`src/hdl/pnws_pkg.sv`:
```
package pnws_pkg;

  // default sizes
  localparam int NodesDefault     = 64;
  localparam int CountBitsDefault = 32;
  localparam int TimeBitsDefault  = 48;

  // fixed field widths
  localparam int NodeBits   = 6;
  localparam int PitchBits  = 8;
  localparam int PitchOut   = 7;
  localparam int CfgIdxBits = 2;

  // repeat index ceiling
  localparam logic [63:0] CycleLimit = 64'h0010_0000_0000_0000;

  // configuration register indexes
  localparam logic [CfgIdxBits-1:0] RegSelectedNode = 2'd0;
  localparam logic [CfgIdxBits-1:0] RegWindowFrom   = 2'd1;
  localparam logic [CfgIdxBits-1:0] RegWindowTo     = 2'd2;
  localparam logic [CfgIdxBits-1:0] RegPerfEnd      = 2'd3;

endpackage

```
`src/hdl/pnws_div.sv`:
```
module pnws_div #(
  parameter int W = pnws_pkg::TimeBitsDefault
) (
  input  logic         clk_i,
  input  logic         rst_ni,
  input  logic         start_i,
  input  logic [W-1:0] dividend_i,
  input  logic [W-2:0] divisor_i,
  output logic         done_o,
  output logic [W-1:0] quot_o,
  output logic         rem_nz_o
);

  localparam int CntW = $clog2(W + 1);

  logic            busy_q;
  logic            done_q;
  logic [CntW-1:0] cnt_q;
  logic [W-1:0]    quot_q;
  logic [W-2:0]    rem_q;
  logic [W-2:0]    dsr_q;

  logic [W-1:0]    shifted;
  logic [W:0]      diff;
  logic            ge;

  // one restoring step: shift in the next dividend bit, try to subtract
  assign shifted = {rem_q, quot_q[W-1]};
  assign diff    = {1'b0, shifted} - {2'b00, dsr_q};
  assign ge      = ~diff[W];

  // iteration control
  always_ff @(posedge clk_i or negedge rst_ni) begin
    if (!rst_ni) begin
      busy_q <= 1'b0;
      done_q <= 1'b0;
      cnt_q  <= '0;
    end else if (start_i) begin
      busy_q <= 1'b1;
      done_q <= 1'b0;
      cnt_q  <= CntW'(W);
    end else if (busy_q) begin
      cnt_q <= cnt_q - 1'b1;
      if (cnt_q == CntW'(1)) begin
        busy_q <= 1'b0;
        done_q <= 1'b1;
      end
    end else begin
      done_q <= 1'b0;
    end
  end

  // quotient and remainder datapath
  always_ff @(posedge clk_i) begin
    if (start_i) begin
      quot_q <= dividend_i;
      rem_q  <= '0;
      dsr_q  <= divisor_i;
    end else if (busy_q) begin
      quot_q <= {quot_q[W-2:0], ge};
      rem_q  <= ge ? diff[W-2:0] : shifted[W-2:0];
    end
  end

  assign done_o   = done_q;
  assign quot_o   = quot_q;
  assign rem_nz_o = |rem_q;

endmodule

```
`src/hdl/periodic_note_window_summary.sv`:
```
// sequence: an accepted item passes through prep, clamp and accumulate, and a last item
//   also through output; a repeating item first runs three divisions, then max and subtract
// throughput: one item at a time, the next one taken only once the sequencer is idle again,
//   which after a last item waits while its result is still held; the three ceiling
//   divisions share one radix-2 divider
// reset: asynchronous, active low; clears configuration, state, sums and the output valid
module periodic_note_window_summary #(
  parameter int NODES      = pnws_pkg::NodesDefault,
  parameter int COUNT_BITS = pnws_pkg::CountBitsDefault,
  parameter int TIME_BITS  = pnws_pkg::TimeBitsDefault
) (
  input  logic                                   clk_i,
  input  logic                                   rst_ni,
  // configuration
  input  logic                                   cfg_we_i,
  input  logic [pnws_pkg::CfgIdxBits-1:0]        cfg_idx_i,
  input  logic [TIME_BITS-1:0]                   cfg_data_i,
  // input items
  input  logic                                   in_valid_i,
  output logic                                   in_ready_o,
  input  logic [pnws_pkg::NodeBits-1:0]          event_node_i,
  input  logic signed [TIME_BITS-1:0]            event_start_i,
  input  logic signed [TIME_BITS-1:0]            event_end_i,
  input  logic [TIME_BITS-2:0]                   event_period_i,
  input  logic signed [pnws_pkg::PitchBits-1:0]  event_pitch_i,
  input  logic                                   is_last_i,
  // result items
  output logic                                   out_valid_o,
  input  logic                                   out_ready_i,
  output logic [COUNT_BITS-1:0]                  note_count_o,
  output logic [pnws_pkg::PitchOut-1:0]          lowest_pitch_o,
  output logic [pnws_pkg::PitchOut-1:0]          highest_pitch_o
);

  localparam int TW = TIME_BITS;
  localparam int KW = TW + 1;
  localparam int CW = (KW > 53) ? KW : 53;
  localparam int MW = (KW > COUNT_BITS) ? KW : COUNT_BITS;
  localparam int PW = pnws_pkg::PitchOut;

  localparam logic [CW-1:0] LimitC    = CW'(pnws_pkg::CycleLimit);
  localparam logic [8:0]    NodeLimit = 9'(NODES);

  // sequencer states
  localparam logic [3:0] StIdle  = 4'd0;
  localparam logic [3:0] StPrep  = 4'd1;
  localparam logic [3:0] StLoad  = 4'd2;
  localparam logic [3:0] StDiv   = 4'd3;
  localparam logic [3:0] StMax   = 4'd4;
  localparam logic [3:0] StSub   = 4'd5;
  localparam logic [3:0] StClamp = 4'd6;
  localparam logic [3:0] StAcc   = 4'd7;
  localparam logic [3:0] StOut   = 4'd8;

  // division operations
  localparam logic [1:0] OpFirstEnd   = 2'd0;
  localparam logic [1:0] OpFirstStart = 2'd1;
  localparam logic [1:0] OpLast       = 2'd2;

  // configuration registers
  logic [pnws_pkg::NodeBits-1:0] sel_q;
  logic signed [TW-1:0]          from_q;
  logic signed [TW-1:0]          to_q;
  logic [TW-2:0]                 perf_q;

  // control and sums
  logic [3:0]            state_q, state_d;
  logic [1:0]            op_q, op_d;
  logic [COUNT_BITS-1:0] acc_count_q, acc_count_d;
  logic [PW-1:0]         acc_low_q, acc_low_d;
  logic [PW-1:0]         acc_high_q, acc_high_d;
  logic                  out_valid_q, out_valid_d;

  // item payload
  logic signed [TW-1:0]  s_q, e_q, eff_to_q;
  logic [TW-2:0]         p_q;
  logic [PW-1:0]         pitch_q;
  logic                  last_q, hit_q;
  logic [KW-1:0]         ka_q, ka_d, kb_q, kb_d, ke_q, ke_d;
  logic [KW-1:0]         raw_q, raw_d;
  logic [COUNT_BITS-1:0] cnt_q, cnt_d;
  logic [COUNT_BITS-1:0] out_count_q;
  logic [PW-1:0]         out_low_q, out_high_q;

  logic                  accept;
  logic                  node_ok;
  logic                  hit_in;
  logic signed [TW-1:0]  perf_s;
  logic signed [TW-1:0]  eff_to_in;

  logic signed [TW-1:0]  tgt, base;
  logic                  incl, skip;
  logic [TW-1:0]         dvd;
  logic                  div_start;
  logic                  div_done;
  logic [TW-1:0]         div_quot;
  logic                  div_rem_nz;
  logic [CW-1:0]         q_c, k_c;
  logic [KW-1:0]         k_new;
  logic                  k_wr;
  logic [KW-1:0]         k_val;
  logic [COUNT_BITS-1:0] room;
  logic                  out_load;

  assign accept = in_valid_i & in_ready_o;

  // configuration writes
  always_ff @(posedge clk_i or negedge rst_ni) begin
    if (!rst_ni) begin
      sel_q  <= '0;
      from_q <= '0;
      to_q   <= '0;
      perf_q <= '0;
    end else if (cfg_we_i) begin
      unique case (cfg_idx_i)
        pnws_pkg::RegSelectedNode: sel_q  <= cfg_data_i[pnws_pkg::NodeBits-1:0];
        pnws_pkg::RegWindowFrom:   from_q <= cfg_data_i;
        pnws_pkg::RegWindowTo:     to_q   <= cfg_data_i;
        pnws_pkg::RegPerfEnd:      perf_q <= cfg_data_i[TW-2:0];
        default: ;
      endcase
    end
  end

  // item qualification and window end clipping at accept
  assign node_ok   = {3'b000, sel_q} < NodeLimit;
  assign hit_in    = node_ok && (event_node_i == sel_q) && !event_pitch_i[pnws_pkg::PitchBits-1];
  assign perf_s    = signed'({1'b0, perf_q});
  assign eff_to_in = ((perf_q != '0) && (perf_s < to_q)) ? perf_s : to_q;

  // operands of the current ceiling division
  always_comb begin
    unique case (op_q)
      OpFirstEnd: begin
        tgt  = from_q;
        base = e_q;
        incl = 1'b0;
      end
      OpFirstStart: begin
        tgt  = '0;
        base = s_q;
        incl = 1'b1;
      end
      default: begin
        tgt  = eff_to_q;
        base = s_q;
        incl = 1'b1;
      end
    endcase
  end

  assign skip      = incl ? (base >= tgt) : (base > tgt);
  assign dvd       = TW'(tgt - base);
  assign div_start = (state_q == StLoad) && !skip;

  pnws_div #(
    .W (TW)
  ) u_div (
    .clk_i      (clk_i),
    .rst_ni     (rst_ni),
    .start_i    (div_start),
    .dividend_i (dvd),
    .divisor_i  (p_q),
    .done_o     (div_done),
    .quot_o     (div_quot),
    .rem_nz_o   (div_rem_nz)
  );

  // repeat index from the quotient, with the ceiling rule and the limit
  assign q_c   = CW'(div_quot);
  assign k_c   = (q_c >= LimitC) ? LimitC
               : q_c + CW'((op_q == OpFirstEnd) ? 1'b1 : div_rem_nz);
  assign k_new = k_c[KW-1:0];

  assign room     = ~acc_count_q;
  assign out_load = (state_q == StOut) && (!out_valid_q || out_ready_i);

  // sequencer
  always_comb begin
    state_d     = state_q;
    op_d        = op_q;
    acc_count_d = acc_count_q;
    acc_low_d   = acc_low_q;
    acc_high_d  = acc_high_q;
    out_valid_d = out_valid_q && !out_ready_i;
    ka_d        = ka_q;
    kb_d        = kb_q;
    ke_d        = ke_q;
    raw_d       = raw_q;
    cnt_d       = cnt_q;
    k_wr        = 1'b0;
    k_val       = '0;

    unique case (state_q)
      StIdle: begin
        if (accept) state_d = StPrep;
      end
      StPrep: begin
        if (!hit_q || (from_q >= eff_to_q)) begin
          raw_d   = '0;
          state_d = StClamp;
        end else if (p_q == '0) begin
          raw_d   = KW'(!s_q[TW-1] && (s_q < eff_to_q) && (e_q > from_q));
          state_d = StClamp;
        end else begin
          op_d    = OpFirstEnd;
          state_d = StLoad;
        end
      end
      StLoad: begin
        if (skip) begin
          k_wr  = 1'b1;
          k_val = '0;
        end else begin
          state_d = StDiv;
        end
      end
      StDiv: begin
        if (div_done) begin
          k_wr    = 1'b1;
          k_val   = k_new;
          state_d = StLoad;
        end
      end
      StMax: begin
        if (kb_q > ka_q) ka_d = kb_q;
        state_d = StSub;
      end
      StSub: begin
        raw_d   = (ke_q > ka_q) ? (ke_q - ka_q) : '0;
        state_d = StClamp;
      end
      StClamp: begin
        cnt_d   = (MW'(raw_q) > MW'(room)) ? room : COUNT_BITS'(raw_q);
        state_d = StAcc;
      end
      StAcc: begin
        if (cnt_q != '0) begin
          if ((acc_count_q == '0) || (pitch_q < acc_low_q)) acc_low_d = pitch_q;
          if ((acc_count_q == '0) || (pitch_q > acc_high_q)) acc_high_d = pitch_q;
          acc_count_d = acc_count_q + cnt_q;
        end
        state_d = last_q ? StOut : StIdle;
      end
      StOut: begin
        if (out_load) begin
          out_valid_d = 1'b1;
          acc_count_d = '0;
          acc_low_d   = '0;
          acc_high_d  = '0;
          state_d     = StIdle;
        end
      end
      default: state_d = StIdle;
    endcase

    // store the finished repeat index and move to the next division
    if (k_wr) begin
      unique case (op_q)
        OpFirstEnd:   ka_d = k_val;
        OpFirstStart: kb_d = k_val;
        default:      ke_d = k_val;
      endcase
      if (op_q == OpLast) begin
        state_d = StMax;
      end else begin
        op_d    = op_q + 2'd1;
        state_d = StLoad;
      end
    end
  end

  // control registers
  always_ff @(posedge clk_i or negedge rst_ni) begin
    if (!rst_ni) begin
      state_q     <= StIdle;
      op_q        <= OpFirstEnd;
      acc_count_q <= '0;
      acc_low_q   <= '0;
      acc_high_q  <= '0;
      out_valid_q <= 1'b0;
    end else begin
      state_q     <= state_d;
      op_q        <= op_d;
      acc_count_q <= acc_count_d;
      acc_low_q   <= acc_low_d;
      acc_high_q  <= acc_high_d;
      out_valid_q <= out_valid_d;
    end
  end

  // item and working registers
  always_ff @(posedge clk_i) begin
    if (accept) begin
      s_q      <= event_start_i;
      e_q      <= event_end_i;
      p_q      <= event_period_i;
      pitch_q  <= event_pitch_i[PW-1:0];
      last_q   <= is_last_i;
      hit_q    <= hit_in;
      eff_to_q <= eff_to_in;
    end
    ka_q  <= ka_d;
    kb_q  <= kb_d;
    ke_q  <= ke_d;
    raw_q <= raw_d;
    cnt_q <= cnt_d;
    if (out_load) begin
      out_count_q <= acc_count_q;
      out_low_q   <= acc_low_q;
      out_high_q  <= acc_high_q;
    end
  end

  assign in_ready_o      = (state_q == StIdle);
  assign out_valid_o     = out_valid_q;
  assign note_count_o    = out_count_q;
  assign lowest_pitch_o  = out_low_q;
  assign highest_pitch_o = out_high_q;

`ifndef SYNTHESIS
  // divider finishes only while the sequencer waits for it
  assert property (@(posedge clk_i) disable iff (!rst_ni)
    div_done |-> (state_q == StDiv))
    else $error("divider done outside division wait");

  // pitch range of a result is ordered
  assert property (@(posedge clk_i) disable iff (!rst_ni)
    out_valid_o |-> (lowest_pitch_o <= highest_pitch_o))
    else $error("lowest pitch above highest pitch");

  // an empty result carries zero pitches
  assert property (@(posedge clk_i) disable iff (!rst_ni)
    (out_valid_o && (note_count_o == '0))
      |-> ((lowest_pitch_o == '0) && (highest_pitch_o == '0)))
    else $error("empty result with nonzero pitch");

  // sums are cleared right after a result is loaded
  assert property (@(posedge clk_i) disable iff (!rst_ni)
    out_load |=> (acc_count_q == '0))
    else $error("sums not cleared after result");
`endif

endmodule

```
`config.mk`:
```
export PLATFORM = sky130hd
export DESIGN_NAME = periodic_note_window_summary
export DESIGN_NICKNAME = d
export VERILOG_FILES = /design/src/hdl/pnws_pkg.sv /design/src/hdl/pnws_div.sv /design/src/hdl/periodic_note_window_summary.sv
export SDC_FILE = /design/constraint.sdc
export NUM_CORES = 2
export LEC_CHECK = 0
export ABC_AREA = 1
export BUFFER_PORTS_ARGS = -buffer_cell sky130_fd_sc_hd__buf_2
export CAP_MARGIN = 20
export CORE_MARGIN = 1.5
export CORE_UTILIZATION = 40
export DETAILED_ROUTE_END_ITERATION = 8
export GPL_TIMING_DRIVEN = 0
export PLACE_DENSITY_LB_ADDON = 0.12
export SYNTH_ARGS = -nofsm -noshare
export SYNTH_HDL_FRONTEND = slang
export SYNTH_SLANG_ARGS = --single-unit
```
`constraint.sdc`:
```
create_clock -name clk_i -period 17.8 [get_ports clk_i]
set_clock_uncertainty 0.15 [all_clocks]
set_input_delay 2.67 -clock clk_i [delete_from_list [all_inputs] [get_ports clk_i]]
set_output_delay 2.67 -clock clk_i [all_outputs]
set_load 0.01 [all_outputs]
```
-- Word-level counts from Yosys, hierarchy flattened
Index checks and enable logic that the tools add are counted.
- register bits: 826
- bits of input ports: 213
- output and inout bits: 48
- logic and storage cells: 178
- $add $sub $neg: 7
- order comparisons: 12
- equal/unequal tests: 25
- mux-type cells: 58
- bitwise operators: 4
- reduce and logical (&&, ||, !) cells: 40
- operators with widths (operator ; number):
    $mux W49 ; 10
    $mux W48 ; 3
    $gt A49 B49 Y1 ; 2
    $pmux W49 S2 ; 1
    $ge A48 B48 Y1 ; 2
    $gt A48 B48 Y1 ; 2
    $lt A48 B48 Y1 ; 2
    $mux W32 ; 3
    $pmux W48 S2 ; 1
    $mux W47 ; 2
    $pmux W32 S2 ; 1
    $ge A48 B53 Y1 const B ; 1
    $add A48 B1 Y49 ; 1
    $gt A49 B32 Y1 ; 1
    $sub A48 B47 Y49 ; 1
    $sub A49 B49 Y49 ; 1
    $sub A48 B48 Y48 ; 1
    $logic_not A47 Y1 ; 1
    $reduce_bool A47 Y1 ; 1
    $reduce_or A47 Y1 ; 1
    $pmux W4 S9 ; 1
    $mux W7 ; 5
    $add A32 B32 Y32 ; 1
    $logic_not A32 Y1 ; 1
    37 further kinds ; 100

-- Depth between registers and ports, before layout
- depth after elaboration: 8
- gate-level depth with buffers: 25
- depth with buffers taken out: 22

-- Modules after synthesis
Synthesis repeated with hierarchy kept, for this count alone.
- cell total of the unflattened synthesis: 6908
- area, all modules: 54013.1 um2
- modules (own cells, without submodules) (module ; times used ; cells an instance ; area each (um2) ; seq. area each (um2)):
    periodic_note_window_summary ; 1 ; 5294 ; 43493.0 ; 18798.0
    pnws_div ; 1 ; 1614 ; 10520.1 ; 3993.8

-- Least setup slack after synthesis
Ideal clock, no wire load.
- path kind: input-to-reg
- start: input in_valid_i
- end: register e_q[0], enable pin
- setup time: 1.006 ns
- data arrival time: 16.115 ns
- required time: 16.644 ns
- setup slack: 0.529 ns
- stages on the path: 2
- path buffers: 0
- cell sequence: inv_1 nor3_1
- cells in the longest elaborated chain, start to end: 1
- ends and longest elaborated chain (element ; RTL line ; source):
    from (decl) ; periodic_note_window_summary.sv:19 ; input logic in_valid_i,
    $and A1 B1 Y1 ; periodic_note_window_summary.sv:105 ; assign accept = in_valid_i & in_ready_o;
    via accept ; periodic_note_window_summary.sv:85 ; logic accept;
    to (signal assigned) ; periodic_note_window_summary.sv:296 ; e_q <= event_end_i;
    to (decl) ; periodic_note_window_summary.sv:75 ; logic signed [TW-1:0] s_q, e_q, eff_to_q;
The timed path passes the listed nets, and every way through them passes these cells.
A chain may end at the register's enable or synchronous reset.

-- Final worst setup path
- start: register op_q[0]
- end: register ke_q[21], enable pin
- cells in the longest elaborated chain, start to end: 7
- elaborated cells on any way between the ends: 12
- classes of those cells: order compare (2); eq/ne (1); mux (5); bitwise (1); reduce/logical (3)
- ends and longest elaborated chain (element ; RTL line ; source):
    from (decl) ; periodic_note_window_summary.sv:68 ; logic [1:0] op_q, op_d;
    from (signal assigned) ; periodic_note_window_summary.sv:277 ; op_q <= OpFirstEnd;
    from (signal assigned) ; periodic_note_window_summary.sv:284 ; op_q <= op_d;
    $eq A2 B1 Y1 or $logic_not A2 Y1 (tied branches) ; periodic_note_window_summary.sv:133, periodic_note_window_summary.sv:259 ;
    $pmux W48 S2 or $mux W48 (tied branches) ; periodic_note_window_summary.sv:133 ; unique case (op_q)
    $ge A48 B48 Y1 or $gt A48 B48 Y1 (tied branches) ; periodic_note_window_summary.sv:152 ; assign skip = incl ? (base >= tgt) : (base > tgt);
    $mux W1 ; periodic_note_window_summary.sv:152 ;
    $mux W1 ; periodic_note_window_summary.sv:211 ; if (skip) begin
    $pmux W1 S2 ; periodic_note_window_summary.sv:194 ; unique case (state_q)
    $reduce_and A2 Y1 (no source line) * ; -- ;
    to (signal assigned) ; periodic_note_window_summary.sv:305 ; ke_q <= ke_d;
    to (decl) ; periodic_note_window_summary.sv:79 ; logic [KW-1:0] ka_q, ka_d, kb_q, kb_d, ke_q, ke_d;
Every way passes the cells marked *; elsewhere a longest branch is shown, timed or not.

==> impl_metrics.csv <==
group,metric,value,unit
run_status,result_of_the_run,"complete, no violations",
clock_tree,clk_latency,0.71,ns
finish,post-route-util,0.456,
die,die_extent_in_x,369,um
timing,whs,0.293,ns
timing,worst_slew_margin_rel,0.233,
synth,total_standard_cell_area_after_synthesis,0.0536,mm^2
power,ir_drop,0.0000766,V
route,detail_route.iter0.violations,3378,
setup_path,endpoint_kind,"register",
synth,yosysSeqAreaShare,0.425,
timing,setup_viol,0,
die,standard_cell_row_count,134,
route,wirelength,183000,um
synth,async_flop_share,0.254,
clock_tree,cts_resized,0,
clock_tree,max-clock-path-buffers,3,
clock_tree,post_cts_buffers,0,
synth,netlist.area_leader.share,0.291,
clock_tree,cts.reportedPaths.clkPinSlew,0.06,ns
synth,synth_seq_cells,826,
timing,max_clock_freq,0.145,GHz
finish,area_growth,13.2,%
finish,n_fill_cell,13573,
grt,gr-usage-all-layers,0.265,
clock_tree,cts_made_buffers,96,
power,design_power_total,9.16,mW
job,maxCapViolCount,0,
synth,netlist_top_cells_area,"sky130_fd_sc_hd__edfxtp_1, sky130_fd_sc_hd__nand2_1, sky130_fd_sc_hd__ha_1",
grt,grt_remaining_overflow,0,
clock_tree,clk_tree_root_cell,"sky130_fd_sc_hd__clkbuf_16",
clock_tree,h-tree-depth,3,
clock_tree,cts.sink_count,826,
setup_path,timing.critical_path.from_type,"register",
clock_tree,tritoncts,"done",
grt,number_of_global_route_vias_before_repair,46064,
route,drt_drc_violations_left,0,
timing,report.final.slew_viol_count,0,
route,drt.antenna.violating_nets,0,
synth,synth_commonest_cells,"sky130_fd_sc_hd__nand2_1, sky130_fd_sc_hd__inv_1, sky130_fd_sc_hd__edfxtp_1, sky130_fd_sc_hd__nor2_1, sky130_fd_sc_hd__ha_1",
synth,synth_most_common_cell,"sky130_fd_sc_hd__nand2_1",
power,ratio_of_total_power_to_cell_area,151,mW/mm^2
setup_path,worst-setup-path-type,"reg -> reg",
die,fp.dieH,369,um
timing,finalCritPeriodShare,0.388,
worst_hold_path,hold_path.class,"reg -> reg",
synth,synth-warning-count,0,
die,dieArea,0.136,mm^2
finish,nNetsFinal,7857,
timing,fin_ws,10.89,ns
placed_design,dp.final_hpwl,151000,um
placed_design,dpl-instance-area,0.0576,mm^2
synth,yosysUniqueCellTypes,67,
synth,synth_edf_count,520,
die,fp.coreArea,0.133,mm^2
power,p_leak,27.6,nW
grt,first_pass_grt_wire_length,276000,um
route,drt-wirelength-per-cell,20.3,um
finish,post_route_cells_drive_above_1_share,0.0788,
synth,syn_nets,7468,
finish,layout.cells.non_filler,9030,
finish,post-route-cell-area,0.0607,mm^2
timing,rsz_0062_raised_after_global_routing,"no",
setup_path,worst-endpoint-required,18.04,ns
timing,max_slew.worst_pin.slew,1.15,ns
setup_path,cp_max_fo,35,
timing,tns,0,ns
grt,antenna_violations_before_repair,2,
timing,final-hold-violation-count,0,
route,routed-via-count,47255,
synth,mean_instance_size_in_the_synthesized_netlist,7.90,um^2
route,post_drt_via_cell_ratio,5.23,
route,first_pass_iters,8,
placed_design,place_congestion,0.955,
placed_design,place.detailed.instances,8848,
placed_design,io_buffer_count,260,
die,ios,261,
clock_tree,ctsHoldBuffers,0,
placed_design,pre_cts_slack,10.90,ns
synth,syn-instance-count,6789,
grt,grt_max_degree,103,
setup_path,cp_data_arrival_time,7.15,ns
timing,post-route-min-period,6.91,ns
synth,ys.flop_type,"sky130_fd_sc_hd__edfxtp_1",
die,start_util,0.402,
synth,yosys.area.top_type,"sky130_fd_sc_hd__edfxtp_1",
## layout by cell type, fill, tap and decap left out, drive strengths merged, types with 5 or more instances in the layout
cell and instances:
nand4 170, clkinvlp 8, nor3 105, a21boi 10, dfrtp 210, o21ai 454, a21oi 410, a221oi 6
a31oi 30, clkinv 35, dfxtp 96, xnor2 54, and2 5, or2 20, nand2 1972, o22ai 64
and3 12, inv 858, ha 462, clkbuf 235, xor2 67, mux2i 47, nor4 70, nand3b 15
a21o 27, o21bai 30, buf 357, nor2 528, nor3b 6, o21a 19, nand3 313, o211ai 16
edfxtp 520
## report_power, final
part	total (mW)	internal, mW	leakage, nW	switching, mW
logic	4.28	1.38	17.8	2.90
registers	2.93	2.56	8.24	0.364
clock network	1.95	1.11	1.51	0.847
total	9.16	5.05	27.6	4.11
## per-layer routing
metal,track usage,vias to the layer above,part of all wire
li1,-,23627,-
met1,0.352,22206,0.45
met2,0.444,1136,0.47
met3,0.0282,286,0.039
met4,0.0979,0,0.040
met5,0,-,0
## state kept, by name (all words and copies together) (netlist names), 32 cells and up
| name | count |
|---|---|
| p_q | 47 |
| s_q | 48 |
| acc_count_q | 32 |
| from_q | 48 |
| ka_q | 49 |
| to_q | 48 |
| u_div.quot_o | 48 |
| eff_to_q | 48 |
| ke_q | 49 |
| note_count_o | 32 |
| perf_q | 47 |
| u_div.dsr_q | 47 |
| raw_q | 49 |
| cnt_q | 32 |
| e_q | 48 |
| kb_q | 49 |
| u_div.rem_q | 47 |
## logic make-up (layout without fill, tap and decap cells)
family / count (synthesis) / after routing / synth area share
buffers and inverters: 1025 / 1497 / 0.0740
adders and majority gates: 466 / 466 / 0.109
DFF: 826 / 826 / 0.425
muxes: 47 / 47 / 0.00877
xor gates and xnor gates: 121 / 121 / 0.0198
other: 0 / 1 / 0
AOI/OAI and AO/OA: 1081 / 1081 / 0.109
and+or+nand+nor: 3223 / 3223 / 0.254
## final cells by class
class / count / area, um^2 / share of cell area
Multi-Input combinational cell: 4938 / 26900 / 0.443
Sequential cell: 826 / 22800 / 0.375
Inverter: 853 / 3200 / 0.0527
Clock buffer: 129 / 2640 / 0.0434
Tap cell: 1768 / 2210 / 0.0364
Timing Repair Buffer: 291 / 1760 / 0.0290
Buffer: 172 / 767 / 0.0126
Clock inverter: 52 / 460 / 0.00758
Antenna cell: 1 / 2.50 / 0.0000412
## final timing paths
check	start	to	slack [ns]	depth (start not counted)
max	op_q[0]$_DFF_PN0_	ke_q[21]$_DFFE_PP_	10.89	19
max reg2reg	op_q[0]$_DFF_PN0_	ke_q[21]$_DFFE_PP_	10.89	19
min reg2reg	p_q[44]$_DFFE_PP_	u_div.dsr_q[44]$_DFFE_PP_	0.29	0
min	p_q[44]$_DFFE_PP_	u_div.dsr_q[44]$_DFFE_PP_	0.29	0
min in group asynchronous	rst_ni	acc_count_q[26]$_DFFE_PN0P_	1.74	1
max in group asynchronous	rst_ni	perf_q[41]$_DFFE_PN0P_	14.49	3
## critical path, stage by stage (launching register included)
cell and delay [ns]:
sky130_fd_sc_hd__dfrtp_1 0.36, sky130_fd_sc_hd__clkbuf_2 0.14, sky130_fd_sc_hd__nor2_2 0.76, sky130_fd_sc_hd__inv_2 0.42
sky130_fd_sc_hd__clkbuf_1 0.44, sky130_fd_sc_hd__buf_1 0.56, sky130_fd_sc_hd__o22ai_1 0.40, sky130_fd_sc_hd__ha_1 0.30
sky130_fd_sc_hd__nand2_1 0.13, sky130_fd_sc_hd__nor2_1 0.23, sky130_fd_sc_hd__nand4_1 0.12, sky130_fd_sc_hd__nor4b_1 0.73
sky130_fd_sc_hd__nand2_1 0.27, sky130_fd_sc_hd__nand3_2 0.18, sky130_fd_sc_hd__nand2_2 0.13, sky130_fd_sc_hd__nand2_4 0.10
sky130_fd_sc_hd__inv_2 0.08, sky130_fd_sc_hd__buf_2 0.22, sky130_fd_sc_hd__nor2_4 0.51, sky130_fd_sc_hd__buf_12 0.29
Note: power is estimated with default switching activity, not from simulation.
